File: src/rtl/e2r_pkg.sv
`default_nettype none
package e2r_pkg;

    // Angle handling in degrees * 128.
    localparam int TURN         = 46080;
    localparam int HALF_TURN    = 23040;
    localparam int QUARTER_TURN = 11520;
    localparam int MAX_STAGES   = 24;

    // CORDIC start value for x, 30 fraction bits.
    localparam logic signed [32:0] CORDIC_GAIN = 33'sd652032874;

    // Rotation order codes.
    localparam logic [2:0] ORD_XYZ = 3'd1;
    localparam logic [2:0] ORD_YZX = 3'd2;
    localparam logic [2:0] ORD_ZXY = 3'd3;
    localparam logic [2:0] ORD_XZY = 3'd4;
    localparam logic [2:0] ORD_YXZ = 3'd5;
    localparam logic [2:0] ORD_ZYX = 3'd6;

    // One angle as it travels down the CORDIC chain.
    typedef struct packed {
        logic signed [32:0] x;
        logic signed [32:0] y;
        logic signed [24:0] z;
        logic               neg_cos;
    } t_lane;

    // Data handed from one cell to the next.
    typedef struct packed {
        logic            valid;
        t_lane [2:0]     lane;
    } t_cell_bus;

    // Arctangent of 2^-i in degrees * 65536.
    function automatic logic signed [24:0] atan_deg(input int i);
        logic signed [24:0] v;
        case (i)
            0: v = 25'sd2949120;  1: v = 25'sd1740967;  2: v = 25'sd919879;
            3: v = 25'sd466945;   4: v = 25'sd234379;   5: v = 25'sd117304;
            6: v = 25'sd58666;    7: v = 25'sd29335;    8: v = 25'sd14668;
            9: v = 25'sd7334;     10: v = 25'sd3667;    11: v = 25'sd1833;
            12: v = 25'sd917;     13: v = 25'sd458;     14: v = 25'sd229;
            15: v = 25'sd115;     16: v = 25'sd57;      17: v = 25'sd29;
            18: v = 25'sd14;      19: v = 25'sd7;       20: v = 25'sd4;
            21: v = 25'sd2;       22: v = 25'sd1;
            default: v = 25'sd0;
        endcase
        return v;
    endfunction

endpackage
`default_nettype wire

File: src/rtl/e2r_cordic_cell.sv
`default_nettype none
module e2r_cordic_cell #(
    parameter int STAGE = 0
) (
    input  wire logic                  i_clk,
    input  wire logic                  i_rst_n,
    input  wire logic                  i_en,
    input  wire e2r_pkg::t_cell_bus    i_bus,
    output      e2r_pkg::t_cell_bus    o_bus
);

    e2r_pkg::t_cell_bus r_bus;
    e2r_pkg::t_cell_bus n_bus;

    // One micro-rotation on each of the three angles.
    always_comb begin
        logic signed [32:0] xs;
        logic signed [32:0] ys;
        n_bus = i_bus;
        for (int k = 0; k < 3; k++) begin
            xs = i_bus.lane[k].x >>> STAGE;
            ys = i_bus.lane[k].y >>> STAGE;
            if (!i_bus.lane[k].z[24]) begin
                n_bus.lane[k].x = i_bus.lane[k].x - ys;
                n_bus.lane[k].y = i_bus.lane[k].y + xs;
                n_bus.lane[k].z = i_bus.lane[k].z - e2r_pkg::atan_deg(STAGE);
            end else begin
                n_bus.lane[k].x = i_bus.lane[k].x + ys;
                n_bus.lane[k].y = i_bus.lane[k].y - xs;
                n_bus.lane[k].z = i_bus.lane[k].z + e2r_pkg::atan_deg(STAGE);
            end
        end
    end

    // Payload moves on enable; only the valid bit is reset.
    always_ff @(posedge i_clk) begin
        if (i_en) begin
            r_bus.lane <= n_bus.lane;
        end
        if (!i_rst_n) begin
            r_bus.valid <= 1'b0;
        end else if (i_en) begin
            r_bus.valid <= n_bus.valid;
        end
    end

    assign o_bus = r_bus;

endmodule
`default_nettype wire

File: config.mk
export PLATFORM = sky130hd
export DESIGN_NAME = e2r_cordic_cell
export DESIGN_NICKNAME = d
export VERILOG_FILES = /design/src/rtl/e2r_pkg.sv /design/src/rtl/e2r_cordic_cell.sv
export SDC_FILE = /design/constraint.sdc
export NUM_CORES = 1
export LEC_CHECK = 0
export BUFFER_PORTS_ARGS = -buffer_cell sky130_fd_sc_hd__buf_2
export CORE_MARGIN = 8
export CORE_UTILIZATION = 55
export CTS_CLUSTER_DIAMETER = 150
export DETAILED_ROUTE_END_ITERATION = 7
export MAX_ROUTING_LAYER = met4
export PLACE_DENSITY = 0.86
export SLEW_MARGIN = 25
export SYNTH_ARGS = -nofsm -noshare
export SYNTH_HDL_FRONTEND = slang
export SYNTH_SLANG_ARGS = --single-unit
File: constraint.sdc
create_clock -name i_clk -period 3.7 [get_ports i_clk]
set_input_delay 0 -clock i_clk [delete_from_list [all_inputs] [get_ports i_clk]]
set_output_delay 0 -clock i_clk [all_outputs]
set_load 0.05 [all_outputs]
Yosys cells after proc, flatten, opt, wreduce, memory -nomap -nowiden. Cells that the tools add are included.

Add/sub/neg operators: 15. Multipliers: 0. Divide/modulo/power cells: 0. Order comparisons: 0. Eq/ne operators: 0. Shift-type cells: 0. Multiplexer cells: 3. Bitwise gates (word level): 0. Reductions and logical operators: 0.

Operators by type and width (count): $mux W91 (3); $sub A33 B33 Y33 (6); $add A33 B33 Y33 (3); $add A25 B23 Y25 const B (3); $sub A25 B23 Y25 const B (3).

Bits in registers: 277. Latch bits: 0. Bits in writable memories: 0. Bits in read-only memories: 0. Input port bits: 280. Output and inout port bits: 277. Word-level logic and storage cells: 31. Memories kept: 0.

Depth between registers and ports, before layout. Gate-level depths: netlist (run 1).

Depth after elaboration: 2. Mapped depth: 13. Gate-level depth less buffers: 13.

Least setup slack after synthesis (run 1). OpenSTA, ideal clock, no wires.

Path type: input to register. Start point: input i_bus[118] in the netlist's numbering. End point: register r_bus, in the netlist o_bus[150], data pin. Setup time: 264 ps. Arrival: 2384 ps. Data required time: 3436 ps. Setup slack: 1052 ps. Stages: 12. Path buffers: 0. Cells stage by stage: ha_1 > fa_1 > nor2b_1 > o21ai_0 > a31oi_1 > a311oi_1 > o21a_1 > o41ai_1 > a21o_1 > a211oi_1 > o22ai_1 > xnor2_1.

RTL lines: start, declared (line e2r_cordic_cell.sv:8) `input wire e2r_pkg::t_cell_bus i_bus,`; end, declared (line e2r_cordic_cell.sv:12) `e2r_pkg::t_cell_bus r_bus;`.

==> out/metrics.csv, run 1 <==
metric,value,unit
Slowest cell on crit path,dlygate4sd3_1,
Syn Std Cell Area,25400,um^2
drc violations,0,
ranking of synthesized cells by area,"edfxtp_1, ha_1, a21oi_1",
Die Wd,231,um
Final Critical Period,3380,ps
CP Data Arrival Time,3710,ps
DR vias/cell,6.07,
num ports,557,
share of the synthesized area in the top cell type,0.322,
"Seq/Total Area, Yosys",0.323,
All-Layer GR Usage,0.330,
Critical Path Source,i_bus[151],
# nets final,4097,
Routed WL,91100,um
Peak supply drop,0.446,mV
Hold Path Stages,1,
Port Buffers,556,
DRT Pass-1 Iters,6,
Max H-tree Level,1,
clock skew,0,ps
Worst-Margin Slew,1020,ps
die footprint,53400,um^2
flop and latch count out of synthesis,274,
pre-CTS setup slack,371,ps
first-pass GRT wire length,139000,um
TNS Setup,0,ps
Initial Util,0.551,
FMAX,296,MHz
Tot Pwr,13.4,mW
failing checks,negative hold slack,
latest clock arrival within the worst-skew pair,590,ps
CTS Sinks,274,
CTS buffer count,31,
kind of critical path,in2reg,
CTS tree,yes,
Post-synth EDFFs,273,
"critical path, cell by cell",dlygate4sd3_1 > buf_2 > ha_1 > fa_1 > nor2b_1 > o21ai_0 > a31oi_1 > a311oi_1 > a31oi_1 > a31oi_1 > nor2_1 > a21boi_1 > o22ai_1 > xnor2_1,
CP endpoint kind,flop,
"Primary FF master, synth",edfxtp_1,
DR WL/cell,21.9,um
largest net degree at the start of global routing,118,
unrepaired setup endpoints after global routing,no,
Post-Synthesis Cells,2886,
GRT overflow,0,
DIE HEIGHT,231,um
Synth area leader,edfxtp_1,
final setup fails,0,
Hold/Removal Path Class,in2reg,
DR vias,25200,
Layout Utilization,0.674,
count of final max-slew check failures,0,
largest stage delay on the critical path,580,ps
initial antenna violation count,27,
core area,46200,um^2
worst reg2reg setup slack,2560,ps
Clock transition at path regs,60,ps
Placer Congestion,1.07,
1st-iter DRT viols,3146,
FF-to-FF path depth,3,
post-route insts no fill,4156,
library cells used by synthesis,98,
PD cells,432,nW/um^2
vias in the first global route,24200,
DRT antenna net count,0,
Placed Cells,3956,
crit share post-route,0.912,
r2r endpoint,o_bus[276],
Synthesized Nets,3487,
hold_ws,-8.38,ps
setup ws final,325,ps
Rows,79,
Syn Area/Cell,8.82,um^2
post_cts resized,0,
CTS max path bufs,3,
max cap viols,0,
share of layout cells above drive strength 1,0.201,
most numerous cell on the critical path,a31oi_1,
DP HPWL,69400,um
Yosys Warn Count,0,
ys async rst share,0,
Setup crit end,o_bus[181],
Worst EP required,4040,ps
CTS root buf,clkbuf_16,
static leakage,14.1,nW
worst r2r src,o_bus[276],
worst-path fanout max,4,
crit start category,primary input,
synthesis-to-layout area growth,22.2,%
status,"complete, but fails checks",
Final Hold Fails,4,
Max transition margin,0.320,
max reg flops,274,
synthesized netlist by cell type, types with 11 or more instances:
cell	count
o21a_1	22
inv_1	296
nand3_1	34
a21boi_0	13
nor3_1	46
ha_1	309
o21ai_1	22
buf_2	31
clkbuf_1	82
a21oi_1	357
nand2_1	155
buf_1	19
nor2_1	231
o31ai_1	33
fa_1	12
nand2b_1	21
nand4_1	22
a31oi_1	25
mux2i_1	40
o211ai_1	29
a21o_1	71
o21ai_0	167
edfxtp_1	273
xor2_1	22
nor2b_1	45
xnor2_1	184
nor4_1	24
nand3b_1	11
o21bai_1	55
a211oi_1	28
critical path: cells and delay by family:
kind | cells | cell delay [ps]
buffers and inverters | 2 | 740
xor gates and xnor gates | 1 | 140
AOI/OAI and AO/OA | 7 | 1870
adders and majority gates | 2 | 620
and+or+nand+nor | 2 | 320
routing by layer:
metal	wire, um	global-route usage
met1	35200	0.402
met2	42300	0.522
met3	8580	0.0630
met4	5040	0.165
met5	0	-
stage by stage:
stage	hold WS, ps	instance area [um^2]
5_1_grt	43.1	31100
4_1_cts	2.48	31000
3_3_place_gp	176	28800
3_5_place_dp	178	28800
6_report	-8.38	31100
2_1_floorplan	98.9	25400
power breakdown:
group          switching [mW]  internal, mW  total [mW]  leakage (nW)
Sequential              0.169          4.05        4.22          2.68
Combinational            4.11          1.72        5.84          10.9
Clock                    1.39          1.98        3.37         0.535
Total                    5.67          7.76        13.4          14.1
cells by family after synthesis:
| group | after synthesis | share of synthesized area |
|---|---|---|
| flip-flops | 274 | 0.323 |
| multiplexers | 44 | 0.0175 |
| AND/OR/NAND/NOR | 649 | 0.122 |
| adder cells (fa/ha/maj) | 321 | 0.161 |
| XOR/XNOR | 206 | 0.0709 |
| AO/OA/AOI/OAI | 946 | 0.238 |
| buffers and inverters | 446 | 0.0680 |
placed cells by master (no fill, tap or decap), types with 114 or more instances in the layout:
cell type | netlist | final
edfxtp_1 | 273 | 273
nor2_1 | 231 | 231
inv_1 | 296 | 296
dlygate4sd3_1 | 0 | 114
buf_2 | 31 | 555
xnor2_1 | 184 | 184
nand2_1 | 155 | 155
ha_1 | 309 | 309
o21ai_0 | 167 | 167
a21oi_1 | 357 | 357
how the worst min path moves through the flow:
stage,start,endpoint,slack [ps]
2_1_floorplan,i_bus[0],o_bus[0],100
3_3_place_gp,i_bus[3],o_bus[3],180
3_5_place_dp,i_bus[186],o_bus[186],180
4_1_cts,i_en,o_bus[228],2
5_1_grt,i_en,o_bus[223],40
6_report,i_en,o_bus[258],-8
final cells by class:
class | count | area, um^2
multi-input combinational | 2166 | 15500
inverter | 310 | 1160
tap | 607 | 759
antenna | 28 | 70.1
clock buffer | 35 | 801
fill | 3641 | 15100
clock inverter | 23 | 297
sequential | 274 | 8220
timing repair buffer | 713 | 4290
what timing repair did:
action | in CTS | in global routing
setup buffers | 0 | 0
endpoints found under the hold margin | 99 | 0
hold buffers | 114 | 0
Note: power is estimated with default switching activity, not from simulation.
==> inputs of run 2 (changes only) <==
--- a/config.mk
+++ b/config.mk
@@ -9,4 +9,5 @@
 export CORE_MARGIN = 8
 export CORE_UTILIZATION = 55
+export CTS_BUF_LIST = sky130_fd_sc_hd__clkbuf_4 sky130_fd_sc_hd__clkbuf_8
 export CTS_CLUSTER_DIAMETER = 150
 export DETAILED_ROUTE_END_ITERATION = 7
==> constraint.sdc (replaced) <==
create_clock -name i_clk -period 3.7 [get_ports i_clk]
set_input_delay 0 -clock i_clk [delete_from_list [all_inputs] [get_ports i_clk]]
set_output_delay 0 -clock i_clk [all_outputs]
set_load 0.02 [all_outputs]
==> out/metrics.csv, run 2 (synthesis results as in run 1) <==
metric,value,unit,change
status,"complete, no violations",,"was complete, but fails checks"
CTS root buf,clkbuf_8,,was clkbuf_16
PD cells,395,nW/um^2,was 432 nW/um^2
"critical path, cell by cell",dlygate4sd3_1 > buf_2 > ha_1 > fa_1 > nand2b_4 > a2111oi_4 > o21ai_2 > a21oi_2 > o211ai_2 > o41ai_2 > and2_1 > a21oi_1 > o32ai_2 > xnor2_1 > dlygate4sd3_1,,was dlygate4sd3_1 > buf_2 > ha_1 > fa_1 > nor2b_1 > o21ai_0 > a31oi_1 > a311oi_1 > a31oi_1 > a31oi_1 > nor2_1 > a21boi_1 > o22ai_1 > xnor2_1
met1 usage,0.406,,was 0.402
vias in the first global route,24600,,was 24200
"commonest non-fill, non-tap cell in the layout",buf_2,,unchanged
busiest layer in global routing,met2,,unchanged
max cap viols,0,,unchanged
Max transition margin,0.322,,was 0.320
Rows,79,,unchanged
Initial Util,0.551,,unchanged
Critical Path Source,i_bus[243],,was i_bus[151]
post_cts resized,0,,unchanged
DRT Pass-1 Iters,8,,was 6
Final Critical Period,3470,ps,was 3380 ps
hold_sp,i_bus[166],,was i_en
kind of critical path,in2reg,,unchanged
# nets final,4132,,was 4097
Hold/Removal Path Class,in2reg,,unchanged
Clock power frac,0.267,,was 0.251
Port Buffers,556,,unchanged
CP Data Arrival Time,3860,ps,was 3710 ps
All-Layer GR Usage,0.336,,was 0.330
Slowest cell on crit path,dlygate4sd3_1,,unchanged
Comb pwr share,0.391,,was 0.435
unrepaired setup endpoints after global routing,no,,unchanged
CTS max path bufs,3,,unchanged
Die Wd,231,um,unchanged
worst r2r src,o_bus[276],,unchanged
Crit path max-delay family,compound AO/OA/AOI/OAI gates,,unchanged
CTS Sinks,274,,unchanged
post-route cell area,31300,um^2,was 31100 um^2
1st-iter DRT viols,3455,,was 3146
FMAX,288,MHz,was 296 MHz
GRT overflow,0,,unchanged
DP HPWL,69400,um,unchanged
grt met2 use,0.529,,was 0.522
synthesis-to-layout area growth,22.9,%,was 22.2%
DR vias/cell,6.07,,about the same
Routed WL,92400,um,was 91100 um
sw frac,0.378,,was 0.422
drc violations,0,,unchanged
CTS buffer count,50,,was 31
DR vias,25500,,was 25200
count of final max-slew check failures,0,,unchanged
DR WL/cell,22.0,um,was 21.9 um
clock skew,0,ps,unchanged
Peak supply drop,0.371,mV,was 0.446 mV
static leakage,14.2,nW,was 14.1 nW
placed cell areas,28800,um^2,unchanged
max reg flops,274,,unchanged
TNS Setup,0,ps,unchanged
worst-path fanout max,4,,unchanged
sequential power share,0.342,,was 0.314
latest clock arrival within the worst-skew pair,620,ps,was 590 ps
core area,46200,um^2,unchanged
most numerous cell on the critical path,dlygate4sd3_1,,was a31oi_1
largest net degree at the start of global routing,118,,unchanged
final setup fails,0,,unchanged
Worst EP required,4090,ps,was 4040 ps
initial antenna violation count,27,,unchanged
largest stage delay on the critical path,550,ps,was 580 ps
CP endpoint kind,flop,,unchanged
crit share post-route,0.938,,was 0.912
DRT antenna net count,0,,unchanged
Psw,4.68,mW,was 5.67 mW
Placer Congestion,1.07,,unchanged
first-pass GRT wire length,141000,um,was 139000 um
Worst-Margin Slew,1020,ps,about the same
Max H-tree Level,2,,was 1
Clock transition at path regs,60,ps,about the same
Post-CTS Setup Inserts,0,,unchanged
Final Hold Fails,0,,was 4
die footprint,53400,um^2,unchanged
M3 GR Usage,0.0715,,was 0.0630
Power Internal,7.68,mW,was 7.76 mW
CTS tree,yes,,unchanged
share of layout cells above drive strength 1,0.206,,was 0.201
DIE HEIGHT,231,um,unchanged
crit start category,primary input,,unchanged
num ports,557,,unchanged
Critical path buffers and inverters,3,,was 2
"commonest non-fill, non-tap cells in the layout","buf_2, a21oi_1, ha_1",,unchanged
## run 2: changes by cell type in the layout (fill, tap and decap cells not counted), sizes merged
cell / previous run / this run
clkbuf: 35 / 67
dlygate4sd3: 114 / 130
clkinv: 17 / 23
clkinvlp: 3 / 1
inv: 307 / 306
## run 2: worst paths after layout
check | endpoint | slack, ps | depth (start not counted)
worst max-delay path | o_bus[275] | 230 | 15
worst min-delay path | o_bus[133] | 70 | 4
worst max register to register | o_bus[276] | 2560 | 3
worst min register to register | o_bus[276] | 1060 | 3
## run 2: tightest hold or removal path: cells and delay by family
kind       cells  cell delay (ps)
xor+xnor       1              130
fa+ha+maj      1              130
buf+inv        2              320
## run 2: area by class of cell
| cell class | instances | area, um^2 |
|---|---|---|
| Tap cell | 607 | 759 |
| Clock inverter | 26 | 272 |
| Inverter | 310 | 1160 |
| Multi-Input combinational cell | 2166 | 15500 |
| Fill cell | 3605 | 14900 |
| Clock buffer | 67 | 835 |
| Timing Repair Buffer | 729 | 4450 |
| Antenna cell | 28 | 70.1 |
| Sequential cell | 274 | 8220 |
## run 2: repair_timing
item	in CTS	in global routing
hold buffers	130	0
hold endpoints to repair	158	0
setup endpoints to repair	0	0
## run 2: power by group through the flow
| stage | sequential [mW] | clock, mW | combinational [mW] |
|---|---|---|---|
| after floorplan | 4.85 | 0 | 2.33 |
| after global placement | 4.26 | 0 | 4.47 |
| after detailed placement | 4.27 | 0 | 4.51 |
| after CTS | 4.22 | 3.32 | 4.69 |
| after global routing | 4.26 | 3.46 | 5.13 |
| final | 4.23 | 3.30 | 4.83 |
## run 2: layer usage
layer,wire [um],share of wire,up-vias
li1,-,-,11600
met1,35200,0.38,11900
met2,42900,0.46,1645
met3,8990,0.097,342
met4,5350,0.058,0
met5,0,0,-
## run 2: stage by stage
step                cells  hold WS [ps]  utilization  total power, mW  setup WS, ps
finish               4207          65.1        0.677             12.4           228
global route         4205          53.9        0.677             12.9          45.3
CTS                  4179          1.22        0.676             12.2           349
detailed placement   3956           178        0.624             8.79           371
global placement     3956           176        0.624             8.73           410
floorplan            2886          98.9            -             7.19          1050
